[config.mk]
export PLATFORM = sky130hd
export DESIGN_NAME = ipv4_fragment_tracker_flat
export DESIGN_NICKNAME = d
export VERILOG_FILES = /design/src/hw/rtl/ift_pkg.sv /design/src/hw/rtl/ift_in_if.sv /design/src/hw/rtl/ift_out_if.sv /design/src/hw/rtl/ift_cell.sv /design/src/hw/rtl/ipv4_fragment_tracker.sv /design/src/flat_wrapper.sv
export SDC_FILE = /design/constraint.sdc
export NUM_CORES = 2
export LEC_CHECK = 0
export BUFFER_PORTS_ARGS = -buffer_cell sky130_fd_sc_hd__buf_2
export CAP_MARGIN = 20
export CORE_UTILIZATION = 67
export CTS_CLUSTER_SIZE = 25
export DETAILED_ROUTE_END_ITERATION = 6
export HOLD_SLACK_MARGIN = 0.08
export MAX_ROUTING_LAYER = met4
export PLACE_DENSITY = 0.84
export SLEW_MARGIN = 20
export SYNTH_ARGS = -nofsm -noshare
export SYNTH_HDL_FRONTEND = slang
export SYNTH_SLANG_ARGS = --single-unit
[constraint.sdc]
create_clock -name i_clk -period 6.45 [get_ports i_clk]
set_clock_uncertainty 0.2 [all_clocks]
set_input_delay 1.29 -clock i_clk [delete_from_list [all_inputs] [get_ports i_clk]]
set_output_delay 1.29 -clock i_clk [all_outputs]
set_load 0.02 [all_outputs]
[src/hw/rtl/ift_pkg.sv]
// Shared types and constants of the IPv4 fragment tracker.
`default_nettype none

package ift_pkg;

    // Number of fragment cells in the tracking chain.
    localparam int MAX_FRAGMENTS = 16;
    // Width of the fill count, which must also hold MAX_FRAGMENTS itself.
    localparam int CNT_W = $clog2(MAX_FRAGMENTS + 1);

    localparam int OFF_W    = 13;
    localparam int LEN_W    = 16;
    localparam int BLK_W    = 13;
    localparam int END_W    = 14;
    localparam int TOTAL_W  = 17;
    localparam int COUNT_W  = 5;

    // Result codes reported with every word.
    typedef enum logic [2:0] {
        ST_STORED      = 3'd0,
        ST_MISALIGNED  = 3'd1,
        ST_DUPLICATE   = 3'd2,
        ST_SECOND_LAST = 3'd3,
        ST_FULL        = 3'd4,
        ST_CLEARED     = 3'd5
    } t_status;

    // One stored fragment as it moves between neighboring cells.
    typedef struct packed {
        logic             valid;
        logic [OFF_W-1:0] off;
        logic [BLK_W-1:0] blocks;
    } t_entry;

    // Commands broadcast from the controller to every cell.
    typedef struct packed {
        logic             clear;
        logic             insert;
        logic [OFF_W-1:0] off;
        logic [BLK_W-1:0] blocks;
        logic [OFF_W-1:0] last;
    } t_cell_ctrl;

    // Per-cell status returned to the controller.
    typedef struct packed {
        logic dup;
        logic link;
        logic hit;
    } t_cell_flags;

endpackage

`default_nettype wire

[src/hw/rtl/ift_in_if.sv]
// Input channel of the fragment tracker: valid, ready and the request word.
`default_nettype none

interface ift_in_if;
    import ift_pkg::*;

    logic             valid;
    logic             ready;
    logic             op;
    logic [OFF_W-1:0] fragment_offset;
    logic [LEN_W-1:0] payload_length;
    logic             more_fragments;

    modport source (
        output valid, op, fragment_offset, payload_length, more_fragments,
        input  ready
    );

    modport sink (
        input  valid, op, fragment_offset, payload_length, more_fragments,
        output ready
    );
endinterface

`default_nettype wire

[src/hw/rtl/ift_out_if.sv]
// Output channel of the fragment tracker: valid, ready and the result word.
`default_nettype none

interface ift_out_if;
    import ift_pkg::*;

    logic               valid;
    logic               ready;
    logic [2:0]         status;
    logic               complete;
    logic [TOTAL_W-1:0] total_length;
    logic [COUNT_W-1:0] fragment_count;

    modport source (
        output valid, status, complete, total_length, fragment_count,
        input  ready
    );

    modport sink (
        input  valid, status, complete, total_length, fragment_count,
        output ready
    );
endinterface

`default_nettype wire

[src/hw/rtl/ift_cell.sv]
// One cell of the sorted fragment chain: holds a fragment and checks its link.
`default_nettype none

module ift_cell
    import ift_pkg::*;
(
    input  wire logic        i_clk,
    input  wire logic        i_rst_n,
    input  wire t_cell_ctrl  i_ctrl,
    input  wire t_entry      i_prev_entry,
    input  wire logic        i_prev_gt,
    input  wire logic [END_W-1:0] i_prev_end,
    output t_entry           o_entry,
    output logic             o_gt,
    output logic [END_W-1:0] o_end,
    output t_cell_flags      o_flags
);

    logic             r_valid;
    logic [OFF_W-1:0] r_off;
    logic [BLK_W-1:0] r_blocks;
    logic             r_link;
    logic             r_hit;

    t_entry n_entry;
    logic   n_load;

    // This cell sits above the new offset, or is still empty.
    assign o_gt    = !r_valid || (r_off > i_ctrl.off);
    assign o_end   = {1'b0, r_off} + {1'b0, r_blocks};
    assign o_entry = '{valid: r_valid, off: r_off, blocks: r_blocks};

    assign o_flags.dup  = r_valid && (r_off == i_ctrl.off);
    assign o_flags.link = r_link;
    assign o_flags.hit  = r_hit;

    // On an insert, the first cell above the new offset takes it and the
    // cells after it shift up by one, taking their neighbor's fragment.
    always_comb begin
        n_load  = i_ctrl.insert && o_gt;
        n_entry = i_prev_gt ? i_prev_entry
                            : '{valid: 1'b1, off: i_ctrl.off, blocks: i_ctrl.blocks};
    end

    // Valid bit is control state.
    always_ff @(posedge i_clk) begin
        if (!i_rst_n) begin
            r_valid <= 1'b0;
        end else if (i_ctrl.clear) begin
            r_valid <= 1'b0;
        end else if (n_load) begin
            r_valid <= n_entry.valid;
        end
    end

    // Fragment payload.
    always_ff @(posedge i_clk) begin
        if (n_load) begin
            r_off    <= n_entry.off;
            r_blocks <= n_entry.blocks;
        end
    end

    // Link: this fragment starts where its lower neighbor ends.
    // Hit: this fragment ends at the last offset.
    always_ff @(posedge i_clk) begin
        if (!i_rst_n) begin
            r_link <= 1'b0;
            r_hit  <= 1'b0;
        end else begin
            r_link <= r_valid && ({1'b0, r_off} == i_prev_end);
            r_hit  <= r_valid && (o_end == {1'b0, i_ctrl.last});
        end
    end

endmodule

`default_nettype wire

[src/hw/rtl/ipv4_fragment_tracker.sv]
// Top level of the IPv4 fragment tracker: controller and a chain of cells.
//
// Usage: each word on the input channel either clears the tracker (op = 1)
// or offers one fragment by offset, payload length and more-fragments flag.
// Every input word yields exactly one result word on the output channel with
// a status code, the completeness flag, the datagram length and the number
// of stored fragments.
// Fragments are kept in a row of cells sorted by offset; an insert shifts
// the upper cells by one place, and each cell compares itself with its lower
// neighbor to judge contiguity.
// After its word is accepted, a result passes through the sequencer steps
// update, link check, then gap search and output load, in that order.
// The sequencer walks one word at a time through these steps, so no new
// word is taken until the result of the last one is loaded.
// A new word is accepted while a finished result still waits in the output
// register; if the receiver stalls, the next result waits in its last step
// until the output register is free, and no input is taken meanwhile.
// Reset (synchronous, active low) empties every cell and clears the last
// offset, the datagram length and the fill count.
`default_nettype none

module ipv4_fragment_tracker
    import ift_pkg::*;
(
    input  wire logic i_clk,
    input  wire logic i_rst_n,
    ift_in_if.sink    i_in,
    ift_out_if.source o_out
);

    typedef enum logic [1:0] {
        S_IDLE,
        S_UPD,
        S_LINK,
        S_DONE
    } t_state;

    t_state r_state;

    // Captured request word.
    logic             r_op;
    logic [OFF_W-1:0] r_off;
    logic [LEN_W-1:0] r_len;
    logic             r_mf;

    // Datagram state.
    logic [OFF_W-1:0]   r_last;
    logic [TOTAL_W-1:0] r_dlen;
    logic [CNT_W-1:0]   r_count;
    t_status            r_status;

    // Output register.
    logic               r_out_valid;
    t_status            r_out_status;
    logic               r_out_complete;
    logic [TOTAL_W-1:0] r_out_total;
    logic [COUNT_W-1:0] r_out_count;

    t_cell_ctrl  cell_ctrl;
    t_entry      cell_entry [MAX_FRAGMENTS];
    logic        cell_gt    [MAX_FRAGMENTS];
    logic [END_W-1:0] cell_end [MAX_FRAGMENTS];
    t_cell_flags cell_flags [MAX_FRAGMENTS];

    logic [MAX_FRAGMENTS-1:0] valid_vec;
    logic [MAX_FRAGMENTS-1:0] dup_vec;
    logic [MAX_FRAGMENTS-1:0] link_vec;
    logic [MAX_FRAGMENTS-1:0] hit_vec;

    // Row of cells; cell zero sees an empty neighbor that ends at offset zero.
    for (genvar g = 0; g < MAX_FRAGMENTS; g++) begin : g_cell
        if (g == 0) begin : g_first
            ift_cell u_cell (
                .i_clk        (i_clk),
                .i_rst_n      (i_rst_n),
                .i_ctrl       (cell_ctrl),
                .i_prev_entry ('0),
                .i_prev_gt    (1'b0),
                .i_prev_end   ('0),
                .o_entry      (cell_entry[g]),
                .o_gt         (cell_gt[g]),
                .o_end        (cell_end[g]),
                .o_flags      (cell_flags[g])
            );
        end else begin : g_next
            ift_cell u_cell (
                .i_clk        (i_clk),
                .i_rst_n      (i_rst_n),
                .i_ctrl       (cell_ctrl),
                .i_prev_entry (cell_entry[g-1]),
                .i_prev_gt    (cell_gt[g-1]),
                .i_prev_end   (cell_end[g-1]),
                .o_entry      (cell_entry[g]),
                .o_gt         (cell_gt[g]),
                .o_end        (cell_end[g]),
                .o_flags      (cell_flags[g])
            );
        end
        assign valid_vec[g] = cell_entry[g].valid;
        assign dup_vec[g]   = cell_flags[g].dup;
        assign link_vec[g]  = cell_flags[g].link;
        assign hit_vec[g]   = cell_flags[g].hit;
    end

    // Decision for the captured fragment.
    logic             misaligned;
    logic             is_dup;
    logic             is_full;
    logic             do_store;
    t_status          n_status;

    always_comb begin
        misaligned = (r_len[2:0] != 3'b000) && !(!r_mf && (r_last == '0));
        is_dup     = |dup_vec;
        is_full    = (r_count == CNT_W'(MAX_FRAGMENTS));
        do_store   = 1'b0;
        priority if (r_op) begin
            n_status = ST_CLEARED;
        end else if (misaligned) begin
            n_status = ST_MISALIGNED;
        end else if (is_dup) begin
            n_status = ST_DUPLICATE;
        end else if (is_full) begin
            n_status = ST_FULL;
        end else begin
            do_store = 1'b1;
            n_status = (!r_mf && (r_last != '0)) ? ST_SECOND_LAST : ST_STORED;
        end
    end

    assign cell_ctrl.clear  = (r_state == S_UPD) && r_op;
    assign cell_ctrl.insert = (r_state == S_UPD) && do_store;
    assign cell_ctrl.off    = r_off;
    assign cell_ctrl.blocks = r_len[LEN_W-1:3];
    assign cell_ctrl.last   = r_last;

    // Contiguity: some cell ends at the last offset and every cell up to it
    // links to its neighbor. Cells below the lowest broken link are good.
    logic [MAX_FRAGMENTS-1:0] bad_vec;
    logic [MAX_FRAGMENTS-1:0] first_bad;
    logic [MAX_FRAGMENTS-1:0] good_vec;
    logic                     complete;

    always_comb begin
        bad_vec   = ~link_vec;
        first_bad = bad_vec & (~bad_vec + MAX_FRAGMENTS'(1));
        good_vec  = first_bad - MAX_FRAGMENTS'(1);
        complete  = (r_last != '0) && (|(hit_vec & good_vec));
    end

    logic [31:0] count_wide;
    assign count_wide = 32'(r_count);

    // Sequencer, datagram state and output register.
    always_ff @(posedge i_clk) begin
        if (!i_rst_n) begin
            r_state     <= S_IDLE;
            r_last      <= '0;
            r_dlen      <= '0;
            r_count     <= '0;
            r_out_valid <= 1'b0;
        end else begin
            // The final step handles the output register on its own.
            if (r_out_valid && o_out.ready && (r_state != S_DONE)) begin
                r_out_valid <= 1'b0;
            end
            unique case (r_state)
                S_IDLE: begin
                    if (i_in.valid) begin
                        r_op    <= i_in.op;
                        r_off   <= i_in.fragment_offset;
                        r_len   <= i_in.payload_length;
                        r_mf    <= i_in.more_fragments;
                        r_state <= S_UPD;
                    end
                end
                S_UPD: begin
                    r_status <= n_status;
                    if (r_op) begin
                        r_last  <= '0;
                        r_dlen  <= '0;
                        r_count <= '0;
                    end else if (do_store) begin
                        r_count <= r_count + CNT_W'(1);
                        if (!r_mf && (r_last == '0)) begin
                            r_last <= r_off;
                            r_dlen <= TOTAL_W'({r_off, 3'b000}) + TOTAL_W'(r_len);
                        end
                    end
                    r_state <= S_LINK;
                end
                S_LINK: begin
                    r_state <= S_DONE;
                end
                S_DONE: begin
                    if (!r_out_valid || o_out.ready) begin
                        r_out_valid    <= 1'b1;
                        r_out_status   <= r_status;
                        r_out_complete <= complete;
                        r_out_total    <= r_dlen;
                        r_out_count    <= count_wide[COUNT_W-1:0];
                        r_state        <= S_IDLE;
                    end
                end
                default: begin
                    r_state <= S_IDLE;
                end
            endcase
        end
    end

    assign i_in.ready            = (r_state == S_IDLE);
    assign o_out.valid           = r_out_valid;
    assign o_out.status          = r_out_status;
    assign o_out.complete        = r_out_complete;
    assign o_out.total_length    = r_out_total;
    assign o_out.fragment_count  = r_out_count;

    // The fill count matches the occupied cells, which form a solid run
    // from cell zero.
    a_count_matches: assert property (@(posedge i_clk) disable iff (!i_rst_n)
        ($countones(valid_vec) == 32'(r_count)) &&
        ((valid_vec & (valid_vec + MAX_FRAGMENTS'(1))) == '0))
        else $error("fill count and occupied cells disagree");

    // Adjacent occupied cells stay in rising offset order.
    for (genvar g = 1; g < MAX_FRAGMENTS; g++) begin : g_sorted
        a_sorted: assert property (@(posedge i_clk) disable iff (!i_rst_n)
            cell_entry[g].valid |-> (cell_entry[g].off > cell_entry[g-1].off))
            else $error("fragment chain out of order");
    end

    // A result is only loaded from the final step of the sequencer.
    a_out_from_done: assert property (@(posedge i_clk) disable iff (!i_rst_n)
        $rose(r_out_valid) |-> ($past(r_state) == S_DONE))
        else $error("result loaded outside the final step");

    // A cleared result reports an empty datagram.
    a_cleared_empty: assert property (@(posedge i_clk) disable iff (!i_rst_n)
        (r_out_valid && (r_out_status == ST_CLEARED)) |->
        ((r_out_count == '0) && !r_out_complete && (r_out_total == '0)))
        else $error("cleared result reports stale datagram state");

endmodule

`default_nettype wire
[src/flat_wrapper.sv]
// flat-port wrapper written by rule: the top's interface ports become plain ports
module ipv4_fragment_tracker_flat import ift_pkg::*;
  (i_clk, i_rst_n, i_in_valid, i_in_op, i_in_fragment_offset, i_in_payload_length, i_in_more_fragments, i_in_ready, o_out_valid, o_out_status, o_out_complete, o_out_total_length, o_out_fragment_count, o_out_ready);
  ift_in_if i_in_i ();
  ift_out_if o_out_i ();
  input  wire logic i_clk;
  input  wire logic i_rst_n;
  input wire logic [$bits(i_in_i.valid)-1:0] i_in_valid;
  input wire logic [$bits(i_in_i.op)-1:0] i_in_op;
  input wire logic [$bits(i_in_i.fragment_offset)-1:0] i_in_fragment_offset;
  input wire logic [$bits(i_in_i.payload_length)-1:0] i_in_payload_length;
  input wire logic [$bits(i_in_i.more_fragments)-1:0] i_in_more_fragments;
  output wire logic [$bits(i_in_i.ready)-1:0] i_in_ready;
  output wire logic [$bits(o_out_i.valid)-1:0] o_out_valid;
  output wire logic [$bits(o_out_i.status)-1:0] o_out_status;
  output wire logic [$bits(o_out_i.complete)-1:0] o_out_complete;
  output wire logic [$bits(o_out_i.total_length)-1:0] o_out_total_length;
  output wire logic [$bits(o_out_i.fragment_count)-1:0] o_out_fragment_count;
  input wire logic [$bits(o_out_i.ready)-1:0] o_out_ready;
  assign i_in_i.valid = i_in_valid;
  assign i_in_i.op = i_in_op;
  assign i_in_i.fragment_offset = i_in_fragment_offset;
  assign i_in_i.payload_length = i_in_payload_length;
  assign i_in_i.more_fragments = i_in_more_fragments;
  assign i_in_ready = i_in_i.ready;
  assign o_out_valid = o_out_i.valid;
  assign o_out_status = o_out_i.status;
  assign o_out_complete = o_out_i.complete;
  assign o_out_total_length = o_out_i.total_length;
  assign o_out_fragment_count = o_out_i.fragment_count;
  assign o_out_i.ready = o_out_ready;
  ipv4_fragment_tracker u_core (.i_clk(i_clk), .i_rst_n(i_rst_n), .i_in(i_in_i), .o_out(o_out_i));
endmodule
==> run summary <==
Total power = 14700 uW
Clk slew on worst S/H paths = 0.07 ns
Share of layout cells above drive strength 1 = 16.3%
Hold slack final = 0.232 ns
H-tree levels = 2
Fmax = 193 MHz
Final Max Slew Viols = 0
Slowest CP cell = edfxtp_1
CP Launch Type = flip-flop
WP buf/inv = 1
Core Rows = 92
Post-synth ARST share = 0%
Most frequent cells in the layout = edfxtp_1 (476), ha_1 (436), mux2_2 (364)
Number of global-route vias before repair = 34600
Global route overflow = 0
Cts bufs inserted = 60
Total wire length = 150000 microns
Cell mode on critical path = nor4_1
Vias = 36500
Worst hold path class = flip-flop to flip-flop
Top Family by Delay on Critical Path = simple AND/OR/NAND/NOR gates
Place WS = 1.16 ns
Fin crit share = 80.5%
Max_slew headroom = 29.4%
Max-capacitance violation count = 0
RSZ-0062 raised after global routing = false
Sequential area share after synthesis = 37.1%
DR vias/cell = 7.21
Warnings, synthesis = 0
Routability-driven placement congestion ratio = 1.03
Netlist cell types = 89
Setup ws final = 1.26 ns
Clock sink total = 562
Worst vdd rail ir drop = 0.000297 V
Hold Violations, Final = 0
Number of remaining DRC errors = 0
LEAKAGE = 0.0174 uW
Setup violators final = 0
HPWL after DPL = 105000 microns
Area of the mapped netlist = 0.0432 sq mm
First-pass GRT wire length = 218000 microns
I/O pin count = 63
Detailed Route Iter0 Violations = 5283
Fillers = 4295
Root buffer cell = clkbuf_16
Initial antenna violation count = 6
TritonCTS clock tree = built
Outcome = finished, final reports clean
Area growth from synthesis to layout = 7.93%
Worst skew pair latency = 0.67 ns
Core area = 0.0634 sq mm
Drt pass-1 iters = 6
Worst R2R Setup Slack = 1.26 ns
Post-CTS Setup Bufs = 0
Fin Setup TNS = 0 ns
Max Buffers Root-to-Sink = 3
Die ar. = 0.0655 sq mm
Avg WL per Cell = 29.6 microns
Placed inst area = 0.0445 sq mm
Fin nets = 4645
ANT nets after route = 0
Final worst path period need = 5.19 ns
Delay of the slowest critical-path stage = 0.88 ns
Power per cell area = 316 mW/mm^2
Number of synthesized flops with an enable pin = 476
Synth Instances = 4132
Most common cell after layout, fill and taps aside = edfxtp_1
Seq cells post-synth = 562
Setup CP Type = flip-flop to flip-flop
Worst-margin pin slew = 1.06 ns
Largest net degree at the start of global routing = 40
WP data arrival = 5.58 ns
Avg Cell Area, Syn = 10.4 sq um
Top FF cell, synth = edfxtp_1
CTS resizes = 0
Die extent in x = 256 microns
Max FO, Critical Path = 17
CTS Hold Buffers Added = 0
All-Layer GR Usage = 46.0%
Worst EP required = 6.84 ns
Die Span Y = 256 microns
Syn Nets = 4620
CP endpoint kind = flip-flop
Initial Util = 68.1%
Post-route cell area = 0.0466 sq mm
PortBufs = 62
Crit-path cells = inv_1 > ha_1 > nand4_1 > nor4_1 > nor4_1 > nand3_1 > or3_1 > nor4_1 > o21ai_1 > or4_1 > a21oi_1
sequential cells by signal, indices dropped and copies added, names as in the netlist, 15 cells and up:
signal / cells
u_core.g_cell.g_next.u_cell.r_link: 15
u_core.g_cell.g_next.u_cell.r_valid: 15
u_core.r_dlen: 17
u_core.r_len: 16
u_core.o_out.total_length: 17
u_core.g_cell.g_next.u_cell.r_hit: 15
u_core.g_cell.g_next.u_cell.r_blocks: 195
u_core.g_cell.g_next.u_cell.r_off: 195
where the power goes:
| part | switching [uW] | leakage [uW] | total (uW) | internal, uW |
|---|---|---|---|---|
| combinational | 3440 | 0.0114 | 5810 | 2370 |
| sequential | 685 | 0.00502 | 5200 | 4520 |
| clock | 1630 | 0.000998 | 3700 | 2070 |
Yosys cell counts, types with 18 or more instances:
cell	n	area, sq um
edfxtp_1	476	14300
ha_1	436	5460
mux2_2	364	4100
xnor2_1	321	2810
nand2_1	213	800
o21ai_0	213	1070
nor2_1	207	777
a21oi_1	199	996
xor2_1	195	1710
clkbuf_1	152	571
nor3_1	100	500
inv_1	94	353
nand4_1	91	569
dfxtp_1	86	1720
nand3_1	82	410
a21o_1	78	586
nor4_1	73	457
nor2b_1	67	419
a211oi_1	52	390
o21a_1	50	375
nand2b_1	48	300
mux2i_1	39	390
o211ai_1	33	248
a31oi_1	31	194
a2111oi_0	30	263
a22o_1	25	219
and3_1	21	131
o2111ai_1	21	184
o31ai_1	21	158
buf_1	19	71.3
or3_1	19	119
or4_1	18	135
cells by family (layout without fill, tap and decap cells):
logic type / count (synthesis) / count (layout) / synth area share (%)
flops: 562 / 562 / 37.1
mux: 404 / 404 / 10.4
fa+ha+maj: 453 / 453 / 13.4
xor+xnor: 517 / 517 / 10.5
compound gates: 897 / 897 / 13.8
buf+inv: 280 / 357 / 2.60
simple gates: 1019 / 1019 / 12.1
other cells: 0 / 8 / 0
metrics by stage:
step,instances,util [%]
global placement,4941,70.2
finish,5063,73.5
floorplan,4132,-
global route,5059,73.5
CTS,5055,73.4
detailed placement,4941,70.2
path summary, 6_finish.rpt:
kind                                    startpoint                          endpoint  cells after the start
setup reg to reg        u_core.r_off[11]$_DFFE_PP_     u_core.r_dlen[7]$_SDFFE_PN0P_                     11
hold reg to reg   u_core.r_status[1]$_SDFFCE_PP0P_  u_core.o_out.status[1]$_DFFE_PP_                      0
hold / removal    u_core.r_status[1]$_SDFFCE_PP0P_  u_core.o_out.status[1]$_DFFE_PP_                      0
setup / recovery        u_core.r_off[11]$_DFFE_PP_     u_core.r_dlen[7]$_SDFFE_PN0P_                     11
worst register-to-register path: cells and delay by family, from the launching register on:
kind | cells | cell delay [ns]
flip-flops | 1 | 0.88
buffers and inverters | 1 | 0.50
AND/OR/NAND/NOR | 7 | 2.53
adder cells (fa/ha/maj) | 1 | 0.44
AO/OA/AOI/OAI | 2 | 0.56
routing by layer:
metal,part of all wire [%],GRT usage (%)
met1,35,55.1
met2,42,66.3
met3,14,12.8
met4,9.0,33.8
met5,0,-
area by class of cell:
class / count / area [sq um] / share of cell area (%)
Tap cell: 846 / 1060 / 2.27
Sequential cell: 562 / 16000 / 34.4
Timing Repair Buffer: 145 / 933 / 2.00
Clock inverter: 50 / 527 / 1.13
Multi-Input combinational cell: 3290 / 26100 / 56.1
Inverter: 98 / 368 / 0.789
Antenna cell: 8 / 20.0 / 0.0430
Clock buffer: 64 / 1540 / 3.30
No activity file was read; power rests on OpenSTA's default activity.
